**config.mk**
```make
export PLATFORM = sky130hd
export DESIGN_NAME = gha_ctrl
export DESIGN_NICKNAME = d
export VERILOG_FILES = /design/src/sv/gha_pkg.sv /design/src/sv/gha_ctrl.sv
export SDC_FILE = /design/constraint.sdc
export NUM_CORES = 1
export LEC_CHECK = 0
export ABC_AREA = 1
export BUFFER_PORTS_ARGS = -buffer_cell sky130_fd_sc_hd__buf_2
export CORE_AREA = 2 2 39 41
export DETAILED_ROUTE_END_ITERATION = 8
export DIE_AREA = 0 0 41 43
export SLEW_MARGIN = 20
export SYNTH_ARGS = -nofsm -noshare
export SYNTH_HDL_FRONTEND = slang
export SYNTH_SLANG_ARGS = --single-unit
```
**constraint.sdc**
```tcl
create_clock -name clk -period 0.8 [get_ports clk]
set_input_delay 0.04 -clock clk [delete_from_list [all_inputs] [get_ports clk]]
set_output_delay 0.04 -clock clk [all_outputs]
set_load 0.01 [all_outputs]
```
**src/sv/gha_pkg.sv**
```systemverilog
// Shared constants, codes and control types of the generational handle allocator.
package gha_pkg;

    localparam int INDEX_BITS = 10;
    localparam int GEN_BITS   = 8;
    localparam int CNT_BITS   = INDEX_BITS + 1;
    localparam int SLOTS      = 1 << INDEX_BITS;

    localparam logic [CNT_BITS-1:0] SLOTS_CNT = {1'b1, {INDEX_BITS{1'b0}}};

    localparam int FUNC_BITS   = 2;
    localparam int STATUS_BITS = 2;

    // Input transfer layout, lowest bit first: func, handle_index, handle_generation.
    localparam int IN_FUNC_LSB  = 0;
    localparam int IN_IDX_LSB   = IN_FUNC_LSB + FUNC_BITS;
    localparam int IN_GEN_LSB   = IN_IDX_LSB + INDEX_BITS;
    localparam int IN_FIELDS_W  = IN_GEN_LSB + GEN_BITS;
    localparam int IN_DATA_W    = ((IN_FIELDS_W + 7) / 8) * 8;

    // Output transfer layout, lowest bit first: new_index, new_generation, is_alive, status.
    localparam int OUT_FIELDS_W = INDEX_BITS + GEN_BITS + 1 + STATUS_BITS;
    localparam int OUT_DATA_W   = ((OUT_FIELDS_W + 7) / 8) * 8;

    localparam logic [FUNC_BITS-1:0] FN_CREATE  = 2'd0;
    localparam logic [FUNC_BITS-1:0] FN_QUERY   = 2'd1;
    localparam logic [FUNC_BITS-1:0] FN_DESTROY = 2'd2;

    localparam logic [STATUS_BITS-1:0] ST_OK   = 2'd0;
    localparam logic [STATUS_BITS-1:0] ST_FULL = 2'd1;
    localparam logic [STATUS_BITS-1:0] ST_DEAD = 2'd2;

    typedef enum logic [1:0] {
        S_IDLE,
        S_POP,
        S_EXEC
    } state_t;

    typedef struct packed {
        logic capture;   // latch the request and start both memory reads
        logic pop_read;  // popped slot is on the stack read port; read its generation
        logic commit;    // write memories and counters, load the output register
    } cmd_t;

    typedef struct packed {
        logic pop_path;  // request at the input is a create served from the free stack
        logic out_free;  // output register can take a result this cycle
    } stat_t;

endpackage

```
**src/sv/gha_ctrl.sv**
```systemverilog
// Controller state machine that sequences each request through the datapath.
module gha_ctrl (
    input  logic          clk,
    input  logic          rst_n,
    input  logic          s_tvalid,
    output logic          s_tready,
    input  gha_pkg::stat_t stat,
    output gha_pkg::cmd_t  cmd
);
    import gha_pkg::*;

    state_t state_reg;
    state_t state_next;

    always_ff @(posedge clk or negedge rst_n)
    begin
        if (!rst_n)
        begin
            state_reg <= S_IDLE;
        end
        else
        begin
            state_reg <= state_next;
        end
    end

    always_comb
    begin
        state_next = state_reg;
        s_tready   = 1'b0;
        cmd        = '0;
        case (state_reg)
            S_IDLE:
            begin
                s_tready = 1'b1;
                if (s_tvalid)
                begin
                    cmd.capture = 1'b1;
                    state_next  = stat.pop_path ? S_POP : S_EXEC;
                end
            end
            S_POP:
            begin
                cmd.pop_read = 1'b1;
                state_next   = S_EXEC;
            end
            S_EXEC:
            begin
                if (stat.out_free)
                begin
                    cmd.commit = 1'b1;
                    state_next = S_IDLE;
                end
            end
            default:
            begin
                state_next = S_IDLE;
            end
        endcase
    end

    // The execute step always follows the pop step directly.
    assert property (@(posedge clk) disable iff (!rst_n)
        state_reg == S_POP |=> state_reg == S_EXEC)
        else $error("pop step not followed by execute step");

    // After a commit the block is ready for the next request.
    assert property (@(posedge clk) disable iff (!rst_n)
        cmd.commit |=> state_reg == S_IDLE)
        else $error("commit did not return to idle");

    // A new request is only captured when nothing is in flight.
    assert property (@(posedge clk) disable iff (!rst_n)
        cmd.capture |-> !$past(cmd.pop_read) && state_reg == S_IDLE)
        else $error("request captured while another was in flight");

endmodule

```
* Word-level counts from Yosys, hierarchy flattened
Cells that the tools add are included.
** Operators by class
- Equal/unequal tests :: 4
- Multiplexer cells :: 10
- Reductions and logical operators :: 2
** Operator list (count)
- 1-bit 2-to-1 mux :: 6
- 2-bit 2-to-1 mux :: 3
- 2-bit case mux with 3 select lines :: 1
- 2-bit != test (second input constant) :: 2
- 2-bit by 1-bit == test with 1-bit output (second input constant) :: 1
- 2-bit == test (second input constant) :: 1
- 2-bit zero test :: 1
- 2-bit AND reduction :: 1
** Storage, ports and cells
- Bits in registers :: 2
- Output and inout port bits :: 4
- Logic and storage cells :: 17

* Logic depth before layout (Yosys ltp)
Gate-level depths: netlist of the first run.
- Depth after elaboration :: 3
- Gate-level depth with buffers :: 3
- Mapped depth without buffers :: 3

* Least setup slack after synthesis of the first run
OpenSTA, ideal clock, no wires.
- Kind :: register to output
- From :: reg state_reg[1]
- To :: out cmd[2] (netlist bit)
- Arrival time :: 684 ps
- Data required time :: 760 ps
- Setup slack :: 76 ps
- Stages on the path, launching flop included :: 4
- Buffers on the path :: 0
- Path through :: dfrtp_1 > inv_2 > nand2_2 > nor2_1
** RTL lines
- start, declared :: RTL line gha_ctrl.sv:12 : state_t state_reg;
- start signal, assigned :: RTL line gha_ctrl.sv:23 : state_reg <= state_next;
- end, declared :: RTL line gha_ctrl.sv:8 : output gha_pkg::cmd_t cmd

==> results.cfg, run 1 <==
[status]
outcome = complete, but fails checks
failed_checks = negative setup slack

[yosys]
synth-async-reset-ratio_pct = 100
synth_cell_types = 8
register_area_share_after_synthesis_pct = 39.2
synth_cells = 18
post-synth-top-area-fraction_pct = 39.2
synthesized_area_fraction_occupied_by_ao_oa_aoi_and_oai_cells_pct = 0
synth-adder-area-share_pct = 0
synth_top_family_by_area = simple AND/OR/NAND/NOR gates
synthMuxAreaShare_pct = 0
synth_xor_area_share_pct = 0
yosysMostFrequentCell = inv_1
synth_nets = 23
netlist_top_cells_area = dfrtp_1 (39%), inv_1 (18%), nor3_2 (16%)
synth_area_um2 = 128
avgSynthCellArea_um2 = 7.09
synth-main-ff-cell = dfrtp_1
synth_simple_gate_area_share_pct = 40.2
synth.ff_latch_count = 2
count_of_flip_flops_with_a_built_in_enable_after_synthesis = 0
yosys_warnings = 0
synth_top_area_cell = dfrtp_1

[final_layout]
areaGrowthSynthToFinish_pct = 100
share_of_final_layout_standard_cells_stronger_than_drive_strength_1_pct = 66.7
n_antenna_cell = 0
design.final.nets = 40
postLayoutCoreUtil_pct = 18.4
regArea_um2 = 50.0
largest_register_ff_count = 2
area_used_by_multi_input_combinational_logic_um2 = 63.8
total_non_filler_cell_area_in_the_finished_layout_um2 = 255
fillCellCount = 167

[worst_setup_path]
worst_setup_path_start_kind = flip-flop
rr_endpoint = state_reg[0]$_DFFE_PN0P_
crit_arrival_ps = 970
crit-reg2reg-launch = state_reg[0]$_DFFE_PN0P_
crit_fanout = 3
r2r_cells = 4
crit_type = reg -> out
capturing_element_type_of_the_critical_path = primary output
worst-endpoint-required_ps = 760
timing.reg2reg.setup_slack_ps = -40

[min_path]
worstHoldPathCells = 3
hold_path.startpoint = s_tvalid
min-delay-path-class = in -> reg
whs_endpoint = state_reg[1]$_DFFE_PN0P_

[clocking]
clockRootBuffer = clkbuf_4
clockBufferDepth = 2
clock_tree.htree_level_count = 1
cts.reportedPaths.clkPinSlew_ps = 30
clkLatencyLatePin_ps = 220
cts_inserted_buffers = 3
tritoncts = yes
cts_sinks = 2

[drt]
drcViolationCount = 0
vias_per_cell = 3.31
drt-initial-drc-count = 2
post_drt_wl_per_cell_um = 6.80
total_length_of_routed_wires_um = 333
detail-route-antenna-nets = 0
first_pass_detailed_route_iteration_total = 2
vias = 162

[placed_design]
place.port_buffers = 8
place_area_um2 = 188
place_hpwl_um = 244
dp_worst_setup_slack_ps = -6.31
gp_congestion = 0.578

[sta]
worst-slew-pin-transition_ps = 136
max_clock_freq_mhz = 995
fin_worst_skew_ps = 0.789
fin_crit_sh_pct = 126
rsz0062_at_grt = yes
worst_slew_margin_rel_pct = 90.9
report.final.slew_viol_count = 0
layout_setup_ws_ps = -205
final_hold_violating_endpoints = 0
final_setup_violation_count = 6
post-route-min-period_ps = 1010

[global_routing]
grt_pass1_wl_um = 517
antenna_found_initial = 0
grt-ovfl-total = 0
pin_count_of_the_biggest_net_entering_global_routing = 4
grt_pass1_vias = 160
grt.total_usage_pct = 4.72

[floorplanning]
die_x_um = 41
floorplan.die.height_um = 43
floorplan.rows = 14
ios = 9
die_area_mm2 = 0.00176
floorplan.core_area_mm2 = 0.00138
initial_core_util_pct = 9.22

[power_and_ir_drop]
total_power_mw = 0.559
power.static_leakage_nw = 0.153
peakVddDrop_mv = 0.390
pwr_density_cell_mw_per_mm2 = 2190

[flow_run]
max_cap_viol_count = 0
==> power by group <==
group / internal [mW] / switching, mW / total [mW] / leakage (nW)
clock network: 0.165 / 0.0535 / 0.219 / 0.0138
registers: 0.119 / 0.0131 / 0.132 / 0.0258
logic: 0.103 / 0.105 / 0.208 / 0.114
total: 0.388 / 0.171 / 0.559 / 0.153
==> logic make-up (layout without fill, tap and decap cells) <==
logic type | Yosys count | after routing
buf+inv | 7 | 22
flops | 2 | 2
simple gates | 9 | 9
==> what timing repair did <==
item / CTS / global route
endpoints found under the setup margin: 4 / 6
pin swaps: 1 / 2
gates resized for setup: 1 / 3
buffers inserted: 2 / 1
endpoints found under the hold margin: 2 / 0
hold buffers: 1 / 0
==> layer usage <==
layer	global-route usage (%)	up-vias	part of all wire (%)
met3	3.14	0	7.8
met2	7.19	4	58
met4	4.00	0	0
met1	3.87	76	34
met5	0	-	0
li1	-	82	-
==> layout make-up <==
class | instances | share of cell area [%]
flip-flops and latches | 2 | 19.6
repair buffers | 12 | 28.4
well taps | 16 | 7.84
clock buffers | 3 | 8.82
multi-input cells | 9 | 25.0
inverters | 7 | 10.3
==> layout by cell type (no fill, tap or decap), drive strengths merged <==
cell         Yosys  routed
buf              0      11
inv              7       7
dlygate4sd3      0       1
nor2             2       2
nand3            2       2
clkbuf           0       3
nand2            3       3
nor3             2       2
dfrtp            2       2
==> metrics by stage <==
step | hold slack (ps) | TNS [ps] | cells
2_1_floorplan | -256 | 0 | 18
3_3_place_gp | -174 | 0 | 42
3_5_place_dp | -174 | -6.31 | 42
4_1_cts | 48.3 | -770 | 48
5_1_grt | 60.4 | -1070 | 49
6_report | 47.1 | -721 | 49
==> worst max-delay path by stage <==
stage                        startpoint      to  cells past startpoint
2_1_floorplan  state_reg[1]$_DFFE_PN0P_  cmd[2]                      3
3_3_place_gp   state_reg[1]$_DFFE_PN0P_  cmd[2]                      4
3_5_place_dp   state_reg[0]$_DFFE_PN0P_  cmd[2]                      4
4_1_cts        state_reg[0]$_DFFE_PN0P_  cmd[2]                      4
5_1_grt        state_reg[0]$_DFFE_PN0P_  cmd[2]                      4
6_report       state_reg[0]$_DFFE_PN0P_  cmd[2]                      4
==> worst max-delay path, stage by stage, from the launching register on <==
cell and delay (ps):
dfrtp_1 400, inv_2 80, nand2_2 60, nor2_2 80, buf_2 130
(Power assumes the default switching activity.)
==> run 2: changes to the inputs <==
--- a/config.mk
+++ b/config.mk
@@ -10,6 +10,7 @@
 export CORE_AREA = 2 2 39 41
 export DETAILED_ROUTE_END_ITERATION = 8
 export DIE_AREA = 0 0 41 43
+export HOLD_SLACK_MARGIN = 0.05
 export SLEW_MARGIN = 20
 export SYNTH_ARGS = -nofsm -noshare
 export SYNTH_HDL_FRONTEND = slang
==> run 2 against run 1 <==
  * The flow still finishes with violations (negative setup slack)
  * Final cell count rose by 2.0%
  * Non-clock buffer count rose by 1
  * Sequential cell count did not move
  * Register-to-register slack barely moved
  * Critical path type unchanged
  * Global-route usage rose by 0.10 points
  * Routed wire length rose by 0.60%
  * Fmax rose by 0.15%
  * Clock skew barely moved
  * Die area did not move
  * First-iteration DRC count did not move
  * Final area rose by 3.9%
  * Sequential share of layout area fell by 0.74 points
  * Largest cell class unchanged
==> results.cfg, run 2 (synthesis gave the netlist of run 1 again) <==
[status]
outcome = complete, but fails checks
failed_checks = negative setup slack

[clocking]
cts.reportedPaths.clkPinSlew_ps = 30
cts_sinks = 2
cts_inserted_buffers = 3
clock_tree.htree_level_count = 1
clockRootBuffer = clkbuf_4
tritoncts = yes
clkLatencyLatePin_ps = 220
clockBufferDepth = 2

[sta]
max_clock_freq_mhz = 996
worst-slew-pin-transition_ps = 136
layout_setup_ws_ps = -204
final_setup_violation_count = 6
rsz0062_at_grt = yes
fin_worst_skew_ps = 0.789
worst_slew_margin_rel_pct = 90.9
hold_slack_ps = 47.0
final_hold_violating_endpoints = 0
fin_crit_sh_pct = 125
post-route-min-period_ps = 1000
report.final.slew_viol_count = 0

[min_path]
hold_path.startpoint = s_tvalid
whs_endpoint = state_reg[1]$_DFFE_PN0P_
worstHoldPathCells = 3
min-delay-path-class = in -> reg

[drt]
detail-route-antenna-nets = 0
vias_per_cell = 3.32
drt-initial-drc-count = 2
post_drt_wl_per_cell_um = 6.70
total_length_of_routed_wires_um = 335
vias = 166
drcViolationCount = 0
first_pass_detailed_route_iteration_total = 2

[final_layout]
design.final.nets = 41
share_of_final_layout_standard_cells_stronger_than_drive_strength_1_pct = 64.7
most_common_cell_after_layout_fill_and_taps_aside = buf_2
n_antenna_cell = 0
largest_register_ff_count = 2
final_cell_mix = buf_2 (8), inv_1 (5), clkbuf_4 (3), buf_4 (3)
areaGrowthSynthToFinish_pct = 108

[global_routing]
antenna_found_initial = 0
grt.total_usage_pct = 4.82
grt-ovfl-total = 0
pin_count_of_the_biggest_net_entering_global_routing = 4
grt_pass1_wl_um = 531
grt_pass1_vias = 162

[power_and_ir_drop]
power.static_leakage_nw = 0.158
peakVddDrop_mv = 0.390
pwr_density_cell_mw_per_mm2 = 2120

[floorplanning]
floorplan.rows = 14
ios = 9
die_area_mm2 = 0.00176
die_x_um = 41
initial_core_util_pct = 9.22
floorplan.die.height_um = 43
floorplan.core_area_mm2 = 0.00138

[worst_setup_path]
crit_fanout = 3
capturing_element_type_of_the_critical_path = primary output
crit-reg2reg-launch = state_reg[0]$_DFFE_PN0P_
rr_endpoint = state_reg[0]$_DFFE_PN0P_
timing.reg2reg.setup_slack_ps = -40
crit_type = reg -> out
worst_setup_path_start_kind = flip-flop
r2r_cells = 4
crit_arrival_ps = 960
worst-endpoint-required_ps = 760

[flow_run]
max_cap_viol_count = 0

[placed_design]
place.port_buffers = 8
place_hpwl_um = 244
gp_congestion = 0.578
dp_worst_setup_slack_ps = -6.31
[run 2: cell types whose count changed in the layout (fill, tap and decap cells not counted)]
cell and delta:
dlygate4sd3_1 +1
[run 2: worst max path at each step]
| stage | start | endpoint | slack [ps] | depth (start not counted) |
|---|---|---|---|---|
| final | state_reg[0]$_DFFE_PN0P_ | cmd[2] | -200 | 4 |
| after floorplan | state_reg[1]$_DFFE_PN0P_ | cmd[2] | 80 | 3 |
| after global routing | state_reg[0]$_DFFE_PN0P_ | cmd[2] | -270 | 4 |
| after CTS | state_reg[0]$_DFFE_PN0P_ | cmd[2] | -220 | 4 |
| after global placement | state_reg[1]$_DFFE_PN0P_ | cmd[2] | 10 | 4 |
| after detailed placement | state_reg[0]$_DFFE_PN0P_ | cmd[2] | -6 | 4 |
[run 2: layout make-up]
class	count	area [µm²]
fill	168	1120
timing repair buffer	13	82.6
multi-input combinational	9	63.8
sequential	2	50.0
inverter	7	26.3
clock buffer	3	22.5
tap	16	20.0
[run 2: metrics by stage]
step | TNS (ps) | power [mW] | util (%) | instances | cell area [µm²]
3_3_place_gp | 0 | 0.278 | 13.6 | 42 | 188
3_5_place_dp | -6.31 | 0.279 | 13.6 | 42 | 188
4_1_cts | -770 | 0.558 | 17.7 | 49 | 245
6_report | -720 | 0.563 | 19.2 | 50 | 265
2_1_floorplan | 0 | 0.225 | - | 18 | 128
5_1_grt | -1070 | 0.607 | 19.2 | 50 | 265
[run 2: worst max-delay path: stages (launching register included)]
cell and delay (ps):
dfrtp_1 400, inv_2 80, nand2_2 60, nor2_2 80, buf_2 130
[run 2: report_power, final]
group	internal, mW	leakage (nW)	switching [mW]	total (mW)
clock	0.165	0.0138	0.0536	0.219
sequential	0.119	0.0258	0.0131	0.132
combinational	0.107	0.118	0.105	0.212
[run 2: repair_timing]
action                                  in CTS  in global routing
hold buffers                                 2                  0
pin swaps                                    1                  2
endpoints found under the setup margin       4                  6
endpoints found under the hold margin        3                  0
setup buffers                                2                  1
gates resized for setup                      1                  3
[run 2: metal layers]
metal / vias up / part of all wire [%] / GRT usage, % / wire length, µm
li1: 84 / - / - / -
met1: 78 / 35 / 4.19 / 116
met2: 4 / 57 / 7.19 / 191
met3: 0 / 7.8 / 3.14 / 26
met4: 0 / 0 / 4.00 / 0
met5: - / 0 / 0 / 0
==> run 3: changes to the inputs <==
--- a/config.mk
+++ b/config.mk
@@ -5,7 +5,6 @@
 export SDC_FILE = /design/constraint.sdc
 export NUM_CORES = 1
 export LEC_CHECK = 0
-export ABC_AREA = 1
 export BUFFER_PORTS_ARGS = -buffer_cell sky130_fd_sc_hd__buf_2
 export CORE_AREA = 2 2 39 41
 export DETAILED_ROUTE_END_ITERATION = 8
==> run 3 against run 2 <==
  * The flow still finishes with violations (negative setup slack)
  * Fmax fell by 2.3%
  * Sequential power rose by 45%
  * Via count fell by 23%
  * Utilization fell by 1.8 points
  * Routed wire length fell by 12%
  * Largest cell class unchanged
==> results.cfg, run 3 <==
[flow_run]
max_cap_viol_count = 0

[drt]
first_pass_detailed_route_iteration_total = 2
detail-route-antenna-nets = 0
vias_per_cell = 3.10
vias = 127
drt-initial-drc-count = 1
total_length_of_routed_wires_um = 296
drcViolationCount = 0
post_drt_wl_per_cell_um = 7.22

[final_layout]
n_antenna_cell = 0
total_non_filler_cell_area_in_the_finished_layout_um2 = 240
share_of_final_layout_standard_cells_stronger_than_drive_strength_1_pct = 76.0
final_cell_mix = buf_2 (6), clkbuf_4 (3), buf_6 (2), buf_4 (2), dfrtp_2 (2)
regArea_um2 = 52.6
areaGrowthSynthToFinish_pct = 137
design.final.nets = 32
largest_register_ff_count = 2
most_common_cell_after_layout_fill_and_taps_aside = buf_2
area_used_by_multi_input_combinational_logic_um2 = 67.6
fillCellCount = 162

[yosys]
post-synth-top-area-fraction_pct = 49.4
synth_cell_types = 10
yosysMostFrequentCell = dfrtp_1
avgSynthCellArea_um2 = 9.21
synth_area_um2 = 101
register_area_share_after_synthesis_pct = 49.4
synth_cells = 11
netlist_top_cells_area = dfrtp_1 (49%), o21a_1 (7.4%), and2_1 (6.2%)
synth.ff_latch_count = 2
synth-main-ff-cell = dfrtp_1
yosys_warnings = 0
count_of_flip_flops_with_a_built_in_enable_after_synthesis = 0
synth-async-reset-ratio_pct = 100
synth_nets = 16
synth_top_area_cell = dfrtp_1

[floorplanning]
floorplan.die.height_um = 43
floorplan.core_area_mm2 = 0.00138
die_x_um = 41
ios = 9
floorplan.rows = 14
initial_core_util_pct = 7.32
die_area_mm2 = 0.00176

[global_routing]
grt_pass1_wl_um = 510
grt.total_usage_pct = 5.01
grt-ovfl-total = 0
antenna_found_initial = 0
grt_pass1_vias = 164
pin_count_of_the_biggest_net_entering_global_routing = 5

[placed_design]
place.port_buffers = 8
gp_congestion = 0.518
place_area_um2 = 166
dp_worst_setup_slack_ps = -35.3

[sta]
final_hold_violating_endpoints = 0
final_setup_violation_count = 6
worst-slew-pin-transition_ps = 104
report.final.slew_viol_count = 0
finalSetupTns_ps = -999
rsz0062_at_grt = yes
worst_slew_margin_rel_pct = 93.0
max_clock_freq_mhz = 974
fin_worst_skew_ps = 0.226
layout_setup_ws_ps = -227
post-route-min-period_ps = 1030
fin_crit_sh_pct = 128
hold_slack_ps = 83.4

[worst_setup_path]
capturing_element_type_of_the_critical_path = primary output
worst_setup_path_start_kind = flip-flop
crit_arrival_ps = 990
crit_type = reg -> out
crit_fanout = 4
worst-endpoint-required_ps = 760

[min_path]
min-delay-path-class = in -> reg

[power_and_ir_drop]
pwr_density_cell_mw_per_mm2 = 3320
peakVddDrop_mv = 0.595
power.static_leakage_nw = 0.115

[clocking]
clkLatencyLatePin_ps = 220
cts.reportedPaths.clkPinSlew_ps = 30
cts_inserted_buffers = 3
clockRootBuffer = clkbuf_4
clockBufferDepth = 2
clock_tree.htree_level_count = 1
cts_sinks = 2
tritoncts = yes

[status]
failed_checks = negative setup slack
outcome = complete, but fails checks
run 3: final cells by class:
| cell class | count | share of cell area [%] |
|---|---|---|
| repair buffers | 11 | 32.3 |
| multi-input cells | 9 | 28.1 |
| flip-flops and latches | 2 | 21.9 |
| clock buffers | 3 | 9.38 |
| well taps | 16 | 8.33 |
run 3: final timing paths:
check                                              start  cells after the start                       end  slack [ps]
worst min-delay path                             stat[0]                      3  state_reg[1]$_DFFE_PN0P_          80
worst min register to register  state_reg[1]$_DFFE_PN0P_                      2  state_reg[1]$_DFFE_PN0P_         600
worst max register to register  state_reg[0]$_DFFE_PN0P_                      4  state_reg[0]$_DFFE_PN0P_        -190
worst max-delay path            state_reg[0]$_DFFE_PN0P_                      3                    cmd[2]        -230
max in group asynchronous                          rst_n                      2  state_reg[1]$_DFFE_PN0P_         570
min in group asynchronous                          rst_n                      2  state_reg[0]$_DFFE_PN0P_         130
run 3: metrics by stage:
step / instances / total power [mW] / util (%)
2_1_floorplan: 11 / 0.310 / -
3_3_place_gp: 35 / 0.399 / 12.0
3_5_place_dp: 35 / 0.402 / 12.0
4_1_cts: 41 / 0.790 / 16.5
5_1_grt: 41 / 0.872 / 17.4
6_report: 41 / 0.798 / 17.4
run 3: kinds of logic (layout without fill, tap and decap cells):
logic type / after synthesis / in the layout / synth area share, %
buffers and inverters: 0 / 14 / 0
AO/OA/AOI/OAI: 2 / 2 / 12.3
flip-flops: 2 / 2 / 49.4
AND/OR/NAND/NOR: 7 / 7 / 38.3
run 3: routing by layer:
layer / wire, µm / track usage (%) / vias up
li1: - / - / 65
met3: 28 / 1.57 / 0
met5: 0 / 0 / -
met2: 145 / 5.31 / 6
met1: 122 / 4.79 / 56
met4: 0 / 10.0 / 0
run 3: power by group:
part / total, mW / internal (mW) / leakage [nW] / switching [mW]
registers: 0.191 / 0.143 / 0.0227 / 0.0484
logic: 0.384 / 0.242 / 0.0783 / 0.141
clock network: 0.223 / 0.166 / 0.0138 / 0.0578
run 3: worst max-delay path, stage by stage (launching register included):
cell     delay (ps)
dfrtp_2         420
nor2_4          110
and2_4          140
buf_6            90
run 3: what timing repair did:
action / 4_1_cts / 5_1_grt
buffers inserted: 2 / 0
cloned: 0 / 0
endpoints found under the setup margin: 5 / 6
pin swaps: 4 / 3
hold endpoints to repair: 2 / 0
hold buffers: 1 / 0
resized for setup: 3 / 4
